[config.mk]
export PLATFORM = sky130hd
export DESIGN_NAME = tx_ring_buffer_crlf_core
export DESIGN_NICKNAME = d
export VERILOG_FILES = /design/src/rtl/txrb_pkg.sv /design/src/rtl/tx_ring_buffer_crlf_core.sv /design/src/rtl/txrb_in_stage.sv /design/src/rtl/txrb_queue.sv /design/src/rtl/txrb_out_stage.sv
export SDC_FILE = /design/constraint.sdc
export NUM_CORES = 1
export LEC_CHECK = 0
export ABC_CLOCK_PERIOD_IN_PS = 3500
export BUFFER_PORTS_ARGS = -buffer_cell sky130_fd_sc_hd__buf_2
export CORE_MARGIN = 2
export CORE_UTILIZATION = 38
export DETAILED_ROUTE_END_ITERATION = 6
export PLACE_DENSITY = 0.63
export SYNTH_ARGS = -nofsm -noshare
export SYNTH_HDL_FRONTEND = slang
export SYNTH_HIERARCHICAL = 1
export SYNTH_SLANG_ARGS = --single-unit
export TNS_END_PERCENT = 1
[constraint.sdc]
create_clock -name clk -period 3.5 [get_ports clk]
set_input_delay 0.175 -clock clk [delete_from_list [all_inputs] [get_ports clk]]
set_output_delay 0.175 -clock clk [all_outputs]
set_load 0.05 [all_outputs]
[src/rtl/txrb_pkg.sv]
// Shared types, constants and helpers for the transmit ring buffer with
// line-feed expansion. No dependencies; every other rtl file imports it.
`timescale 1ns / 1ps

package txrb_pkg;

    // Ring geometry: DEPTH slots, one always kept free
    localparam int DEPTH = 8;
    localparam int PTR_W = (DEPTH > 1) ? $clog2(DEPTH) : 1;

    // Character codes
    localparam logic [7:0] CH_LF = 8'h0A;
    localparam logic [7:0] CH_CR = 8'h0D;

    // Output word padding up to whole bytes
    localparam int RES_W  = 13;
    localparam int TDATA_W = ((RES_W + 7) / 8) * 8;

    typedef enum logic [0:0] {
        OP_PUSH  = 1'b0,
        OP_READY = 1'b1
    } opcode_t;

    typedef logic [PTR_W-1:0] ptr_t;

    // One input item
    typedef struct packed {
        opcode_t    opcode;
        logic [7:0] data_byte;
    } txrb_item_t;

    // One result item, first field in the highest bits
    typedef struct packed {
        logic       queue_full;
        logic       queue_empty;
        logic       send_request;
        logic [7:0] send_byte;
        logic       send_valid;
        logic       push_accepted;
    } txrb_result_t;

    // Advance a ring position with wrap at DEPTH
    function automatic ptr_t ring_next(input ptr_t pos);
        ptr_t nxt;
        if (pos == ptr_t'(DEPTH - 1))
            nxt = '0;
        else
            nxt = pos + 1'b1;
        return nxt;
    endfunction

endpackage

[src/rtl/tx_ring_buffer_crlf_core.sv]
// Top level of the transmit ring buffer with LF to CR-LF expansion.
// Depends on txrb_pkg, txrb_in_stage, txrb_queue and txrb_out_stage.
//
//   channel  direction  fields
//   s_axis   in         tuser: opcode; tdata: data_byte
//   m_axis   out        tdata: push_accepted, send_valid, send_byte,
//                              send_request, queue_empty, queue_full
//
// One item per cycle sustained while m_tready stays high. An item taken
// passes the input register, then with the queue step reaches the result
// register, which raises m_tvalid. The queue state is updated in the same
// cycle the result is registered.
// Reset clears pointers, the last-sent byte and the send request; the byte
// store needs no clearing. A stalled output holds the queue stage and then
// the input register; s_tready falls as soon as the input register holds an
// item, at most one transfer after the stall begins.
`timescale 1ns / 1ps

module tx_ring_buffer_crlf_core (
    input  logic        clk,
    input  logic        rst_n,
    input  logic        s_tvalid,
    output logic        s_tready,
    input  logic [7:0]  s_tdata,   // [7:0] data_byte
    input  logic        s_tuser,   // [0] opcode
    output logic        m_tvalid,
    input  logic        m_tready,
    output logic [15:0] m_tdata    // [0] push_accepted, [1] send_valid,
                                   // [9:2] send_byte, [10] send_request,
                                   // [11] queue_empty, [12] queue_full
);
    import txrb_pkg::*;

    txrb_item_t   in_item;
    txrb_item_t   item;
    logic         item_valid;
    logic         out_free;
    logic         fire;
    txrb_result_t result;
    txrb_result_t out_result;

    // Unpack the incoming transfer
    assign in_item.opcode    = opcode_t'(s_tuser);
    assign in_item.data_byte = s_tdata;

    // Step the queue when an item waits and the result register can take it
    assign fire = item_valid && out_free;

    txrb_in_stage u_in (
        .clk        (clk),
        .rst_n      (rst_n),
        .in_valid   (s_tvalid),
        .in_ready   (s_tready),
        .in_item    (in_item),
        .take       (fire),
        .item_valid (item_valid),
        .item       (item)
    );

    txrb_queue u_queue (
        .clk    (clk),
        .rst_n  (rst_n),
        .step   (fire),
        .item   (item),
        .result (result)
    );

    txrb_out_stage u_out (
        .clk        (clk),
        .rst_n      (rst_n),
        .load       (fire),
        .result     (result),
        .out_valid  (m_tvalid),
        .out_ready  (m_tready),
        .free       (out_free),
        .out_result (out_result)
    );

    // Pack the result, zero-filled to whole bytes
    assign m_tdata = {{(TDATA_W - RES_W){1'b0}}, out_result};

`ifndef SYNTH
    // A single item never both stores and sends
    assert property (@(posedge clk) disable iff (!rst_n)
        fire |-> !(result.push_accepted && result.send_valid))
        else $error("push and send in the same item");

    // A stored byte leaves the queue non-empty with the request raised
    assert property (@(posedge clk) disable iff (!rst_n)
        (fire && result.push_accepted) |-> (result.send_request && !result.queue_empty))
        else $error("accepted push without request or with empty queue");

    // Empty and full are exclusive
    assert property (@(posedge clk) disable iff (!rst_n)
        fire |-> !(result.queue_empty && result.queue_full))
        else $error("queue reported empty and full");

    // A registered result follows every step
    assert property (@(posedge clk) disable iff (!rst_n)
        fire |=> m_tvalid)
        else $error("result lost after queue step");
`endif

endmodule

[src/rtl/txrb_in_stage.sv]
// Input register of the transmit ring buffer: captures one transfer and
// holds it until the queue stage consumes it. Depends on txrb_pkg.
`timescale 1ns / 1ps

module txrb_in_stage (
    input  logic                clk,
    input  logic                rst_n,
    input  logic                in_valid,
    output logic                in_ready,
    input  txrb_pkg::txrb_item_t in_item,
    input  logic                take,
    output logic                item_valid,
    output txrb_pkg::txrb_item_t item
);
    import txrb_pkg::*;

    logic       valid_reg;
    logic       valid_next;
    txrb_item_t item_reg;

    // Accept when empty or when the held item leaves this cycle
    assign in_ready = !valid_reg || take;

    always_comb
    begin
        valid_next = valid_reg;
        if (in_valid && in_ready)
            valid_next = 1'b1;
        else if (take)
            valid_next = 1'b0;
    end

    always_ff @(posedge clk or negedge rst_n)
    begin
        if (!rst_n)
            valid_reg <= 1'b0;
        else
            valid_reg <= valid_next;
    end

    // Hold payload; load on each accepted transfer
    always_ff @(posedge clk)
    begin
        if (in_valid && in_ready)
            item_reg <= in_item;
    end

    assign item_valid = valid_reg;
    assign item       = item_reg;

endmodule

[src/rtl/txrb_queue.sv]
// Ring storage, pointers and CR insertion for the transmit ring buffer.
// Processes one item per step. Depends on txrb_pkg.
`timescale 1ns / 1ps

module txrb_queue (
    input  logic                  clk,
    input  logic                  rst_n,
    input  logic                  step,
    input  txrb_pkg::txrb_item_t  item,
    output txrb_pkg::txrb_result_t result
);
    import txrb_pkg::*;

    logic [7:0] store_reg [DEPTH];
    ptr_t       wp_reg;
    ptr_t       wp_next;
    ptr_t       rp_reg;
    ptr_t       rp_next;
    logic [7:0] last_reg;
    logic [7:0] last_next;
    logic       req_reg;
    logic       req_next;

    logic       is_empty;
    logic       is_full;
    ptr_t       wp_inc;
    logic [7:0] head_byte;
    logic       insert_cr;
    logic       do_write;
    logic       accepted;
    logic       valid;
    logic [7:0] sent;

    assign wp_inc    = ring_next(wp_reg);
    assign is_empty  = (rp_reg == wp_reg);
    assign is_full   = (wp_inc == rp_reg);
    assign head_byte = store_reg[rp_reg];
    assign insert_cr = (head_byte == CH_LF) && (last_reg != CH_CR);

    // Decode the item and work out the next queue state
    always_comb
    begin
        wp_next   = wp_reg;
        rp_next   = rp_reg;
        last_next = last_reg;
        req_next  = req_reg;
        do_write  = 1'b0;
        accepted  = 1'b0;
        valid     = 1'b0;
        sent      = 8'h00;
        unique case (item.opcode)
            OP_PUSH:
            begin
                if (!is_full)
                begin
                    do_write = 1'b1;
                    wp_next  = wp_inc;
                    req_next = 1'b1;
                    accepted = 1'b1;
                end
            end
            OP_READY:
            begin
                if (is_empty)
                begin
                    req_next = 1'b0;
                end
                else
                begin
                    valid = 1'b1;
                    if (insert_cr)
                    begin
                        sent = CH_CR;
                    end
                    else
                    begin
                        sent    = head_byte;
                        rp_next = ring_next(rp_reg);
                    end
                    last_next = sent;
                end
            end
            default:
            begin
                req_next = req_reg;
            end
        endcase
    end

    // Build the result from the state after this item
    always_comb
    begin
        result.push_accepted = accepted;
        result.send_valid    = valid;
        result.send_byte     = sent;
        result.send_request  = req_next;
        result.queue_empty   = (rp_next == wp_next);
        result.queue_full    = (ring_next(wp_next) == rp_next);
    end

    // Advance control state on each step
    always_ff @(posedge clk or negedge rst_n)
    begin
        if (!rst_n)
        begin
            wp_reg   <= '0;
            rp_reg   <= '0;
            last_reg <= 8'h00;
            req_reg  <= 1'b0;
        end
        else if (step)
        begin
            wp_reg   <= wp_next;
            rp_reg   <= rp_next;
            last_reg <= last_next;
            req_reg  <= req_next;
        end
    end

    // Store pushed bytes
    always_ff @(posedge clk)
    begin
        if (step && do_write)
            store_reg[wp_reg] <= item.data_byte;
    end

endmodule

[src/rtl/txrb_out_stage.sv]
// Output register of the transmit ring buffer: holds one result until the
// downstream side takes the transfer. Depends on txrb_pkg.
`timescale 1ns / 1ps

module txrb_out_stage (
    input  logic                  clk,
    input  logic                  rst_n,
    input  logic                  load,
    input  txrb_pkg::txrb_result_t result,
    output logic                  out_valid,
    input  logic                  out_ready,
    output logic                  free,
    output txrb_pkg::txrb_result_t out_result
);
    import txrb_pkg::*;

    logic         valid_reg;
    logic         valid_next;
    txrb_result_t result_reg;

    // Free when empty or when the held result leaves this cycle
    assign free = !valid_reg || out_ready;

    always_comb
    begin
        valid_next = valid_reg;
        if (load)
            valid_next = 1'b1;
        else if (out_ready)
            valid_next = 1'b0;
    end

    always_ff @(posedge clk or negedge rst_n)
    begin
        if (!rst_n)
            valid_reg <= 1'b0;
        else
            valid_reg <= valid_next;
    end

    always_ff @(posedge clk)
    begin
        if (load)
            result_reg <= result;
    end

    assign out_valid  = valid_reg;
    assign out_result = result_reg;

endmodule
# After elaboration in Yosys (flattened, before gate mapping)
# Memory sizes are Yosys's and may differ from the RTL's.
# Index checks and enable logic that the tools add are counted.
op_classes:
  bitwise_logic: 2
  reduce_logical: 12
  eq_ne: 9
  muxes: 21
  add_sub_neg: 3
op_table:
  columns: ["cell", "count"]
  rows:
  - ["2-to-1 mux 3 bit", 8]
  - ["== test 3 bit", 4]
  - ["2-to-1 mux 1 bit", 11]
  - ["adder 3 x 1 -> 3 bit, second input constant", 3]
  - ["== test 3 bit, second input constant", 3]
  - ["== test 8 x 4 -> 1 bit, second input constant", 1]
  - ["2-to-1 mux 8 bit", 1]
  - ["!= test 8 x 4 -> 1 bit, second input constant", 1]
  - ["logical AND 1 bit", 4]
  - ["nonzero test 2 bit", 2]
  - ["AND reduction 3 bit", 1]
  - ["zero test 1 bit", 2]
  - ["logical OR 1 bit", 2]
  - ["NOT 1 bit", 2]
  - ["one-hot mux 1 bit (2 select lines)", 1]
  - ["OR reduction 2 bit", 1]
word_totals:
  in_bits: 13
  mem_bits_rw: 64
  wordCells: 62
  mem_count: 1
  reg_bits: 39
  out_inout_bits: 18
memory_table:
  columns: ["name", "depth", "word_bits", "read_ports", "rd_ports_with_merged_regs", "wr", "line", "source"]
  rows:
  - ["u_queue.store_reg", 8, 8, 1, 0, 1, "txrb_queue.sv:14", "logic [7:0] store_reg [DEPTH];"]

# Depth between registers and ports, before layout
# Gate-level depths: netlist of run 1.
depth:
  ltp_word: 8
  depth_mapped: 12
  depth_no_buf: 12

# Modules after synthesis
# The synthesis of run 1 kept the hierarchy.
by_module_without_submodules:
  columns: ["module", "cells_per_inst", "seq_area_each_um2", "area_per_inst_um2", "instances"]
  rows:
  - ["txrb_queue", 216, 2297.2, 3527.1, 1]
  - ["txrb_out_stage", 16, 415.4, 437.9, 1]
  - ["txrb_in_stage", 13, 295.3, 324.1, 1]
  - ["tx_ring_buffer_crlf_core", 5, 0.0, 32.5, 1]

# Worst setup path after synthesis of run 1
# Ideal clock, no wire load.
synth_timing:
  path_type: "reg2reg"
  startpoint: "register u_queue.rp_reg[2]"
  endpoint: "register u_out.result_reg (netlist bit u_out/out_result[12]), data pin"
  path_stages_with_launch: 11
  n_path_buf: 2
  required_ns: 3.333
  slack_ns: 0.356
  arrival_ns: 2.976
  period_less_slack_ns: 3.144
  setup_time_ns: 0.167
  path_cell_list: "dfrtp_1 -> buf_1 -> buf_2 -> xnor2_1 -> a31oi_1 -> mux2_2 -> ha_1 -> ha_1 -> xor2_1 -> or3_1 -> a221oi_2"
synth_rtl:
  columns: ["element", "line", "source"]
  rows:
  - ["from (decl)", "txrb_queue.sv:17", "ptr_t rp_reg;"]
  - ["from (signal assigned)", "txrb_queue.sv:114", "rp_reg <= rp_next;"]
  - ["to (signal assigned)", "txrb_out_stage.sv:44", "result_reg <= result;"]
  - ["to (decl)", "txrb_out_stage.sv:19", "txrb_result_t result_reg;"]

==> qor.csv, run 1 <==
stage;metric;value;unit
outcome;status;finished clean;
global_routing;antenna_found_initial;0;
route;drt_iter0_drc;127;
synth;async_reset_ff_share;16.5;%
synth;yosys-top-cells-area;edfxtp_1 60%, dfrtp_1 9.8%, mux4_2 6.3%;
route;drt_pre_antenna_iters;4;
route;vias;2198;
cells_and_area;antenna_cells;0;
die;fp.dieArea;12200;um^2
synth;ys_seq_area_share;69.6;%
clock_network;clkTransAtPathRegs;0.07;ns
route;ant_nets;0;
timing;period_share;90.5;%
route;drc;0;
critical_path;crit_arrival;3.34;ns
route;routed_wl;7.73;mm
synth;syn_area_per_cell;17.3;um^2
timing;setup_violations;0;
synth;synth_ff_type;edfxtp_1;
timing;rsz0062_at_grt;no;
pwr;cellPowerDensity;904;nW/um^2
critical_path;path_class;flip-flop to flip-flop;
synth;synth_top_area_share;59.8;%
clock_network;cts_sinks;103;
timing;maxSlewHeadroom;55.6;%
die;ios;31;
global_routing;grt-ovfl-total;0;
worst_hold_path;hp-class;primary input to flip-flop;
timing;fin_skew;0.00878;ns
global_routing;busiest_layer;met2;
global_routing;grtUsageTotal;13.6;%
cells_and_area;nets;318;
die;initial_core_util;39.3;%
timing;finalCriticalPeriod;3.17;ns
cells_and_area;num-fill-cells;942;
global_routing;grt_pass1_vias;2301;
synth;synth_cell_types;42;
synth;synth_warnings;6;
clock_network;cts_setup_buffers;0;
placement;hpwlAfterDp;5.22;mm
timing;drv_slew;0;
synth;syn-instance-count;250;
synth;netlist_area;4320;um^2
clock_network;cts_tree;done;
pwr;leakage;0.00183;uW
global_routing;grtUsageMet1;17.7;%
placement;portBuffers;27;
synth;yosysTopAreaCell;edfxtp_1;
clock_network;cts_hold_buf;8;
global_routing;grt_pass1_wl;12.7;mm
die;die_h;111;um
timing;worst_pin_slew;0.667;ns
placement;placed_cells;420;
critical_path;cp_cell_sequence;ha_1 -> ha_1 -> nor2_1 -> xnor2_1 -> a31oi_1 -> mux2_2 -> ha_1 -> ha_1 -> xor2_1 -> or3_1 -> a221oi_2;
timing;tns;0;ns
pwr;irDropWorstVdd;0.000463;V
critical_path;cp_max_fo;3;
job;cap_violations;0;
global_routing;grtUsageMet3;3.73;%
route;wl_per_cell;17.5;um
clock_network;cts-root-buf;clkbuf_16;
die;die_x;111;um
placement;gp_congestion;0.777;
critical_path;critPathMaxStageDelay;0.41;ns
route;vias_per_cell;4.96;
clock_network;cts-htree-levels;3;
synth;synth-edff-count;86;
global_routing;grt_start_max_net_pins;20;
cells_and_area;final_common_cell;edfxtp_1;
critical_path;critPathCaptureType;flip-flop;
clock_network;clkLatencyLatePin;0.34;ns
timing;finalHoldViolations;0;
global_routing;grt_util_met2;22.2;%
clock_network;ctsResizeCount;0;
cells_and_area;largest_reg_flops;64;
critical_path;slowest_stage;mux2_2;
cells_and_area;final_cells;443;
critical_path;cp.required;3.68;ns
cells_and_area;drive_gt1_share;30.0;%
die;std_cell_rows;38;
cells_and_area;layout_common_cells;86 x edfxtp_1, 27 x buf_2, 18 x buf_4;
clock_network;cts_buffer_depth;2;
timing;max_freq;316;MHz
synth;ys_seq_elements;103;
cells_and_area;syn_to_final_growth;16.6;%
critical_path;critical_path.startpoint_type;flip-flop;
critical_path;cpMostUsedCell;ha_1;
die;core_region_area;11000;um^2
clock_network;cts_buffers;9;
==> layout make-up <==
type / count / area (um^2) / share of cell area [%]
sequential: 103 / 3010 / 59.7
clock inverter: 6 / 60.1 / 1.19
multi-input combinational: 129 / 1210 / 24.0
inverter: 3 / 11.3 / 0.223
tap: 140 / 175 / 3.47
timing repair buffer: 53 / 350 / 6.95
clock buffer: 9 / 225 / 4.47
==> power by group <==
part / total, uW / internal (uW) / switching [uW]
Combinational: 1820 / 788 / 1030
Sequential: 1770 / 1600 / 166
Clock: 973 / 548 / 425
==> kinds of logic (layout without fill, tap and decap cells) <==
| group | Yosys count | count (layout) | share of synthesized area [%] |
|---|---|---|---|
| adders and majority gates | 6 | 6 | 1.74 |
| AOI/OAI and AO/OA | 20 | 20 | 3.56 |
| xor gates and xnor gates | 12 | 12 | 2.43 |
| DFF | 103 | 103 | 69.6 |
| buffers and inverters | 20 | 71 | 2.55 |
| muxes | 35 | 35 | 13.5 |
| other | 1 | 3 | 0.0868 |
| and+or+nand+nor | 53 | 53 | 6.57 |
==> critical path, delay by kind of cell, from the launching register on <==
| family | cells | cell delay, ns |
|---|---|---|
| multiplexers | 1 | 0.41 |
| flip-flops | 1 | 0.38 |
| AND/OR/NAND/NOR | 2 | 0.56 |
| XOR/XNOR | 2 | 0.26 |
| AO/OA/AOI/OAI | 2 | 0.51 |
| adder cells (fa/ha/maj) | 4 | 0.88 |
==> synth_stat cells (2+ instances only) <==
master    count
a21oi_1       2
a31oi_1       3
buf_1         3
buf_2         4
buf_4         6
clkbuf_1      3
dfrtp_1      17
edfxtp_1     86
ha_1          6
inv_1         3
mux2_2       10
mux2i_1       8
mux4_1        4
mux4_2       12
nand2_1      14
nand2b_1      4
nand2b_4      2
nor2_1       16
nor2b_1       2
nor3_1        5
o21ai_0       9
xnor2_1       8
xor2_1        4
==> final timing paths <==
| path | start | endpoint | slack [ns] | cells past startpoint |
|---|---|---|---|---|
| setup / recovery | u_queue/wp_reg[0] | u_out/out_result[12] | 0.33 | 11 |
| hold / removal | s_tuser | u_in/item[8] | 0.02 | 1 |
| setup reg to reg | u_queue/wp_reg[0] | u_out/out_result[12] | 0.33 | 11 |
| hold reg to reg | u_queue/last_reg[5] | u_queue/last_reg[5] | 0.48 | 2 |
| max in group asynchronous | rst_n | u_out/out_valid | 2.91 | 2 |
| min in group asynchronous | rst_n | u_queue/last_reg[7] | 0.29 | 2 |
==> per-layer routing <==
layer | wire length, um | vias up
met4 | 92 | 0
met5 | 0 | -
li1 | - | 1046
met2 | 3710 | 42
met1 | 3640 | 1102
met3 | 289 | 8
==> stage by stage <==
| step | hold WS [ns] | setup WS (ns) | util [%] | instance area [um^2] | power (uW) |
|---|---|---|---|---|---|
| 5_1_grt | 0.0127 | 0.130 | 45.9 | 5040 | 4820 |
| 3_5_place_dp | 0.135 | 0.345 | 42.6 | 4680 | 3610 |
| 4_1_cts | 0.00754 | 0.323 | 45.9 | 5040 | 4600 |
| 2_1_floorplan | -0.121 | 0.356 | - | 4330 | 3210 |
| 3_3_place_gp | 0.136 | 0.350 | 42.6 | 4680 | 3580 |
| 6_report | 0.0191 | 0.331 | 45.9 | 5040 | 4560 |
Power figures use the tool's default switching activity.
==> inputs of run 2 (changes only) <==
==> constraint.sdc (replaced) <==
create_clock -name clk -period 3.5 [get_ports clk]
set_input_delay 0.35 -clock clk [delete_from_list [all_inputs] [get_ports clk]]
set_output_delay 0.35 -clock clk [all_outputs]
set_load 0.05 [all_outputs]
==> qor.csv, run 2 (synthesis results as in run 1) <==
stage;metric;value;unit;change
outcome;status;finished clean;;unchanged
route;routed_wl;7.71;mm;was 7.73 mm
pwr;clockPowerShare;21.4;%;about the same
pwr;irDropWorstVdd;0.000463;V;about the same
timing;holdWs;0.181;ns;was 0.0191 ns
placement;gp_congestion;0.777;;unchanged
clock_network;cts-htree-levels;3;;unchanged
critical_path;critical_path.startpoint_type;flip-flop;;unchanged
global_routing;antenna_found_initial;0;;unchanged
global_routing;grt-ovfl-total;0;;unchanged
critical_path;cp.required;3.68;ns;about the same
route;vias_per_cell;4.97;;was 4.96
timing;setup_violations;0;;unchanged
clock_network;cts-root-buf;clkbuf_16;;unchanged
pwr;p_int;2930;uW;was 2940 uW
cells_and_area;num-fill-cells;949;;was 942
cells_and_area;nets;311;;was 318
global_routing;busiest_layer;met2;;unchanged
cells_and_area;largest_reg_flops;64;;unchanged
clock_network;cts_setup_buffers;0;;unchanged
cells_and_area;final_common_cell;edfxtp_1;;unchanged
global_routing;grtUsageMet3;3.73;%;unchanged
clock_network;clkLatencyLatePin;0.34;ns;about the same
cells_and_area;antenna_cells;0;;unchanged
route;ant_nets;0;;unchanged
pwr;pwr-share-seq;38.8;%;about the same
cells_and_area;drive_gt1_share;30.7;%;was 30.0%
critical_path;cp_max_fo;3;;unchanged
timing;period_share;90.5;%;about the same
die;core_region_area;11000;um^2;unchanged
timing;rsz0062_at_grt;no;;unchanged
placement;portBuffers;27;;unchanged
pwr;switching_share;35.6;%;about the same
pwr;switchingPower;1620;uW;about the same
job;cap_violations;0;;unchanged
placement;preCtsSetupSlack;0.345;ns;unchanged
clock_network;cts_sinks;103;;unchanged
critical_path;critPathCaptureType;flip-flop;;unchanged
pwr;leakage;0.00180;uW;was 0.00183 uW
route;drt_pre_antenna_iters;4;;unchanged
timing;worst_pin_slew;0.669;ns;was 0.667 ns
timing;finalHoldViolations;0;;unchanged
global_routing;grt_pass1_vias;2285;;was 2301
placement;hpwlAfterDp;5.22;mm;unchanged
cells_and_area;layout_common_cells;86 x edfxtp_1, 27 x buf_2, 18 x buf_4;;unchanged
timing;finalCriticalPeriod;3.17;ns;about the same
pwr;cellPowerDensity;915;nW/um^2;was 904 nW/um^2
route;vias;2169;;was 2198
worst_hold_path;hp-class;primary input to flip-flop;;unchanged
global_routing;grt_pass1_wl;12.7;mm;about the same
timing;max_freq;316;MHz;about the same
die;fp.dieArea;12200;um^2;unchanged
route;drt_iter0_drc;101;;was 127
timing;tns;0;ns;unchanged
critical_path;crit_arrival;3.34;ns;about the same
timing;finalWorstSetupSlack;0.331;ns;about the same
global_routing;grtUsageTotal;13.5;%;was 13.6%
die;ios;31;;unchanged
pwr;combPwrFrac;39.8;%;was 39.9%
global_routing;grtUsageMet1;17.7;%;about the same
timing;maxSlewHeadroom;55.4;%;was 55.6%
route;wl_per_cell;17.7;um;was 17.5 um
die;die_x;111;um;unchanged
global_routing;grt_util_met2;22.0;%;was 22.2%
clock_network;cts_buffers;9;;unchanged
clock_network;cts_tree;done;;unchanged
timing;fin_skew;0.00878;ns;about the same
clock_network;clkTransAtPathRegs;0.07;ns;about the same
timing;drv_slew;0;;unchanged
die;std_cell_rows;38;;unchanged
cells_and_area;syn_to_final_growth;15.0;%;was 16.6%
global_routing;grt_start_max_net_pins;20;;unchanged
clock_network;cts_buffer_depth;2;;unchanged
die;die_h;111;um;unchanged
route;drc;0;;unchanged
die;initial_core_util;39.3;%;unchanged
critical_path;path_class;flip-flop to flip-flop;;unchanged
[run 2: cell count changes in the layout (fill, tap and decap cells not counted), sizes merged]
cell,delta
dlygate4sd3,-7
[run 2: final cells by class]
cell class,count,area [um^2],area share (%)
Timing Repair Buffer,46,280,5.64
Sequential cell,103,3010,60.5
Inverter,3,11.3,0.227
Clock buffer,9,225,4.53
Clock inverter,6,60.1,1.21
Tap cell,140,175,3.52
Multi-Input combinational cell,129,1210,24.4
[run 2: power groups by stage]
stage | clock, uW | sequential (uW) | combinational, uW
after floorplan | 0 | 1910 | 1290
after global placement | 0 | 1790 | 1790
after detailed placement | 0 | 1800 | 1810
after CTS | 1000 | 1770 | 1820
after global routing | 1040 | 1810 | 1960
final | 972 | 1770 | 1810
[run 2: metal layers]
metal  vias to the layer above  share of wire (%)
met1                      1087                 47
met2                        42                 48
li1                       1032                  -
met4                         0                1.2
met5                         -                  0
met3                         8                3.8
[run 2: critical path, cell delays in order (launching register included)]
cell and delay (ns):
dfrtp_1 0.38, ha_1 0.20, ha_1 0.17, nor2_1 0.23, xnor2_1 0.10, a31oi_1 0.30, mux2_2 0.41, ha_1 0.19
ha_1 0.32, xor2_1 0.16, or3_1 0.33, a221oi_2 0.21
[run 2: final timing paths]
path	startpoint	endpoint	slack [ns]	depth (start not counted)
max	u_queue/wp_reg[0]	u_out/out_result[12]	0.33	11
min	s_tdata[4]	u_in/item[4]	0.18	1
max reg2reg	u_queue/wp_reg[0]	u_out/out_result[12]	0.33	11
min reg2reg	u_queue/last_reg[5]	u_queue/last_reg[5]	0.48	2
max in group asynchronous	rst_n	u_out/out_valid	2.74	2
min in group asynchronous	rst_n	u_queue/last_reg[7]	0.47	2
[run 2: through the flow]
stage          total power, uW  cells  instance area, um^2  utilization [%]
5_1_grt                   4810    436                 4970             45.3
3_3_place_gp              3580    420                 4680             42.6
4_1_cts                   4600    436                 4970             45.3
3_5_place_dp              3610    420                 4680             42.6
2_1_floorplan             3210    252                 4330                -
6_report                  4550    436                 4970             45.3
[run 2: what timing repair did]
| item | CTS | global route |
|---|---|---|
| hold buffers | 1 | 0 |
| resized for setup | 0 | 0 |
| endpoints found under the hold margin | 17 | 0 |
==> inputs of run 3 (changes only) <==
- CORE_MARGIN: 2 -> default
- SLEW_MARGIN: default -> 20
- TNS_END_PERCENT: 1 -> 30
==> qor.csv, run 3 (synthesis results as in run 1) <==
stage;metric;value;unit;change
route;vias;2153;;was 2169
clock_network;cts_tree;done;;unchanged
timing;worst_pin_slew;0.558;ns;was 0.669 ns
global_routing;grt_pass1_vias;2182;;was 2285
clock_network;clkTransAtPathRegs;0.08;ns;was 0.07 ns
route;drt_pre_antenna_iters;4;;unchanged
die;initial_core_util;39.3;%;unchanged
critical_path;cp_max_fo;3;;unchanged
worst_hold_path;hp-class;primary input to flip-flop;;unchanged
pwr;leakage;0.00182;uW;was 0.00180 uW
route;drc;0;;unchanged
critical_path;reg2reg_slack;0.39;ns;was 0.33 ns
global_routing;antenna_found_initial;0;;unchanged
die;die_x;109;um;was 111 um
cells_and_area;syn_to_final_growth;16.4;%;was 15.0%
route;ant_nets;0;;unchanged
route;wl_per_cell;17.3;um;was 17.7 um
clock_network;cts-htree-levels;3;;unchanged
critical_path;critical_path.startpoint_type;flip-flop;;unchanged
cells_and_area;antenna_cells;0;;unchanged
route;vias_per_cell;4.94;;was 4.97
timing;tns;0;ns;unchanged
pwr;irDropWorstVdd;0.000512;V;was 0.000463 V
clock_network;cts_hold_buf;1;;unchanged
die;die_h;109;um;was 111 um
placement;preCtsSetupSlack;0.386;ns;was 0.345 ns
critical_path;crit_arrival;3.29;ns;was 3.34 ns
timing;fin_skew;0.0118;ns;was 0.00878 ns
critical_path;critPathCaptureType;flip-flop;;unchanged
clock_network;clkLatencyLatePin;0.34;ns;about the same
global_routing;grtUsageTotal;14.1;%;was 13.5%
cells_and_area;layout_common_cells;86 x edfxtp_1, 27 x buf_2, 17 x dfrtp_1;;was 86 x edfxtp_1, 27 x buf_2, 18 x buf_4
route;routed_wl;7.53;mm;was 7.71 mm
timing;finalCriticalPeriod;3.11;ns;was 3.17 ns
placement;gp_congestion;0.747;;was 0.777
timing;drv_slew;0;;unchanged
clock_network;cts_buffer_depth;2;;unchanged
cells_and_area;drive_gt1_share;31.1;%;was 30.7%
outcome;status;finished clean;;unchanged
global_routing;grt_start_max_net_pins;20;;unchanged
pwr;cellPowerDensity;934;nW/um^2;was 915 nW/um^2
die;ios;31;;unchanged
pwr;total_power;4690;uW;was 4550 uW
cells_and_area;final_common_cell;edfxtp_1;;unchanged
clock_network;cts_setup_buffers;0;;unchanged
die;std_cell_rows;38;;unchanged
timing;maxSlewHeadroom;62.8;%;was 55.4%
timing;finalWorstSetupSlack;0.391;ns;was 0.331 ns
timing;period_share;88.8;%;was 90.5%
timing;setup_violations;0;;unchanged
clock_network;ctsResizeCount;0;;unchanged
timing;rsz0062_at_grt;no;;unchanged
die;fp.dieArea;11800;um^2;was 12200 um^2
cells_and_area;nets;310;;was 311
clock_network;cts-root-buf;clkbuf_16;;unchanged
job;cap_violations;0;;unchanged
global_routing;grt-ovfl-total;0;;unchanged
cells_and_area;num-fill-cells;959;;was 949
global_routing;grt_pass1_wl;12.0;mm;was 12.7 mm
critical_path;path_class;flip-flop to flip-flop;;unchanged
placement;portBuffers;27;;unchanged
cells_and_area;largest_reg_flops;64;;unchanged
timing;max_freq;322;MHz;was 316 MHz
die;core_region_area;11000;um^2;unchanged
route;drt_iter0_drc;137;;was 101
clock_network;cts_buffers;9;;unchanged
placement;hpwlAfterDp;4.98;mm;was 5.22 mm
clock_network;cts_sinks;103;;unchanged
critical_path;cp.required;3.68;ns;about the same
timing;finalHoldViolations;0;;unchanged
==> run 3: cell count changes in the layout (fill, tap and decap cells not counted), sizes merged <==
cell,before,now
bufinv,1,2
buf,45,44
clkinv,3,1
inv,4,6
==> run 3: worst paths after layout <==
path | from | endpoint | depth (start not counted)
setup / recovery | u_queue/wp_reg[0] | u_out/out_result[12] | 11
hold / removal | s_tdata[2] | u_in/item[2] | 1
setup reg to reg | u_queue/wp_reg[0] | u_out/out_result[12] | 11
hold reg to reg | u_queue/last_reg[6] | u_queue/last_reg[6] | 2
max in group asynchronous | rst_n | u_in/item_valid | 2
min in group asynchronous | rst_n | u_queue/last_reg[3] | 2
==> run 3: layout make-up <==
type / instances / area, um^2 / area share (%)
sequential: 103 / 3010 / 59.8
clock buffer: 9 / 225 / 4.48
inverter: 3 / 11.3 / 0.224
tap: 140 / 175 / 3.48
multi-input combinational: 129 / 1210 / 24.1
timing repair buffer: 45 / 285 / 5.67
clock inverter: 7 / 113 / 2.24
==> run 3: layer usage <==
metal | track usage (%) | vias up | wire length, um
met1 | 19.0 | 1071 | 3560
met2 | 22.4 | 42 | 3610
met5 | 0 | - | 0
li1 | - | 1030 | -
met3 | 4.24 | 10 | 299
met4 | 3.47 | 0 | 72
==> run 3: power breakdown <==
| part | switching (uW) | internal (uW) |
|---|---|---|
| clock | 466 | 643 |
| sequential | 152 | 1600 |
| combinational | 1040 | 790 |
==> run 3: worst max-delay path, stage by stage, from the launching register on <==
cell      delay [ns]
dfrtp_1         0.39
ha_1            0.20
ha_1            0.17
nor2_1          0.19
xnor2_1         0.09
a31oi_1         0.28
mux2_2          0.40
ha_1            0.21
ha_1            0.31
xor2_1          0.16
or3_1           0.32
a221oi_2        0.21
==> run 3: stage by stage <==
stage                     util, %  hold WS (ns)  instance area (um^2)  instances
after floorplan                 -        0.0544                  4330        252
after global placement       42.6         0.313                  4680        419
after detailed placement     42.6         0.316                  4680        419
after CTS                    45.8         0.168                  5030        436
after global routing         45.8         0.163                  5030        436
final                        45.8         0.176                  5030        436
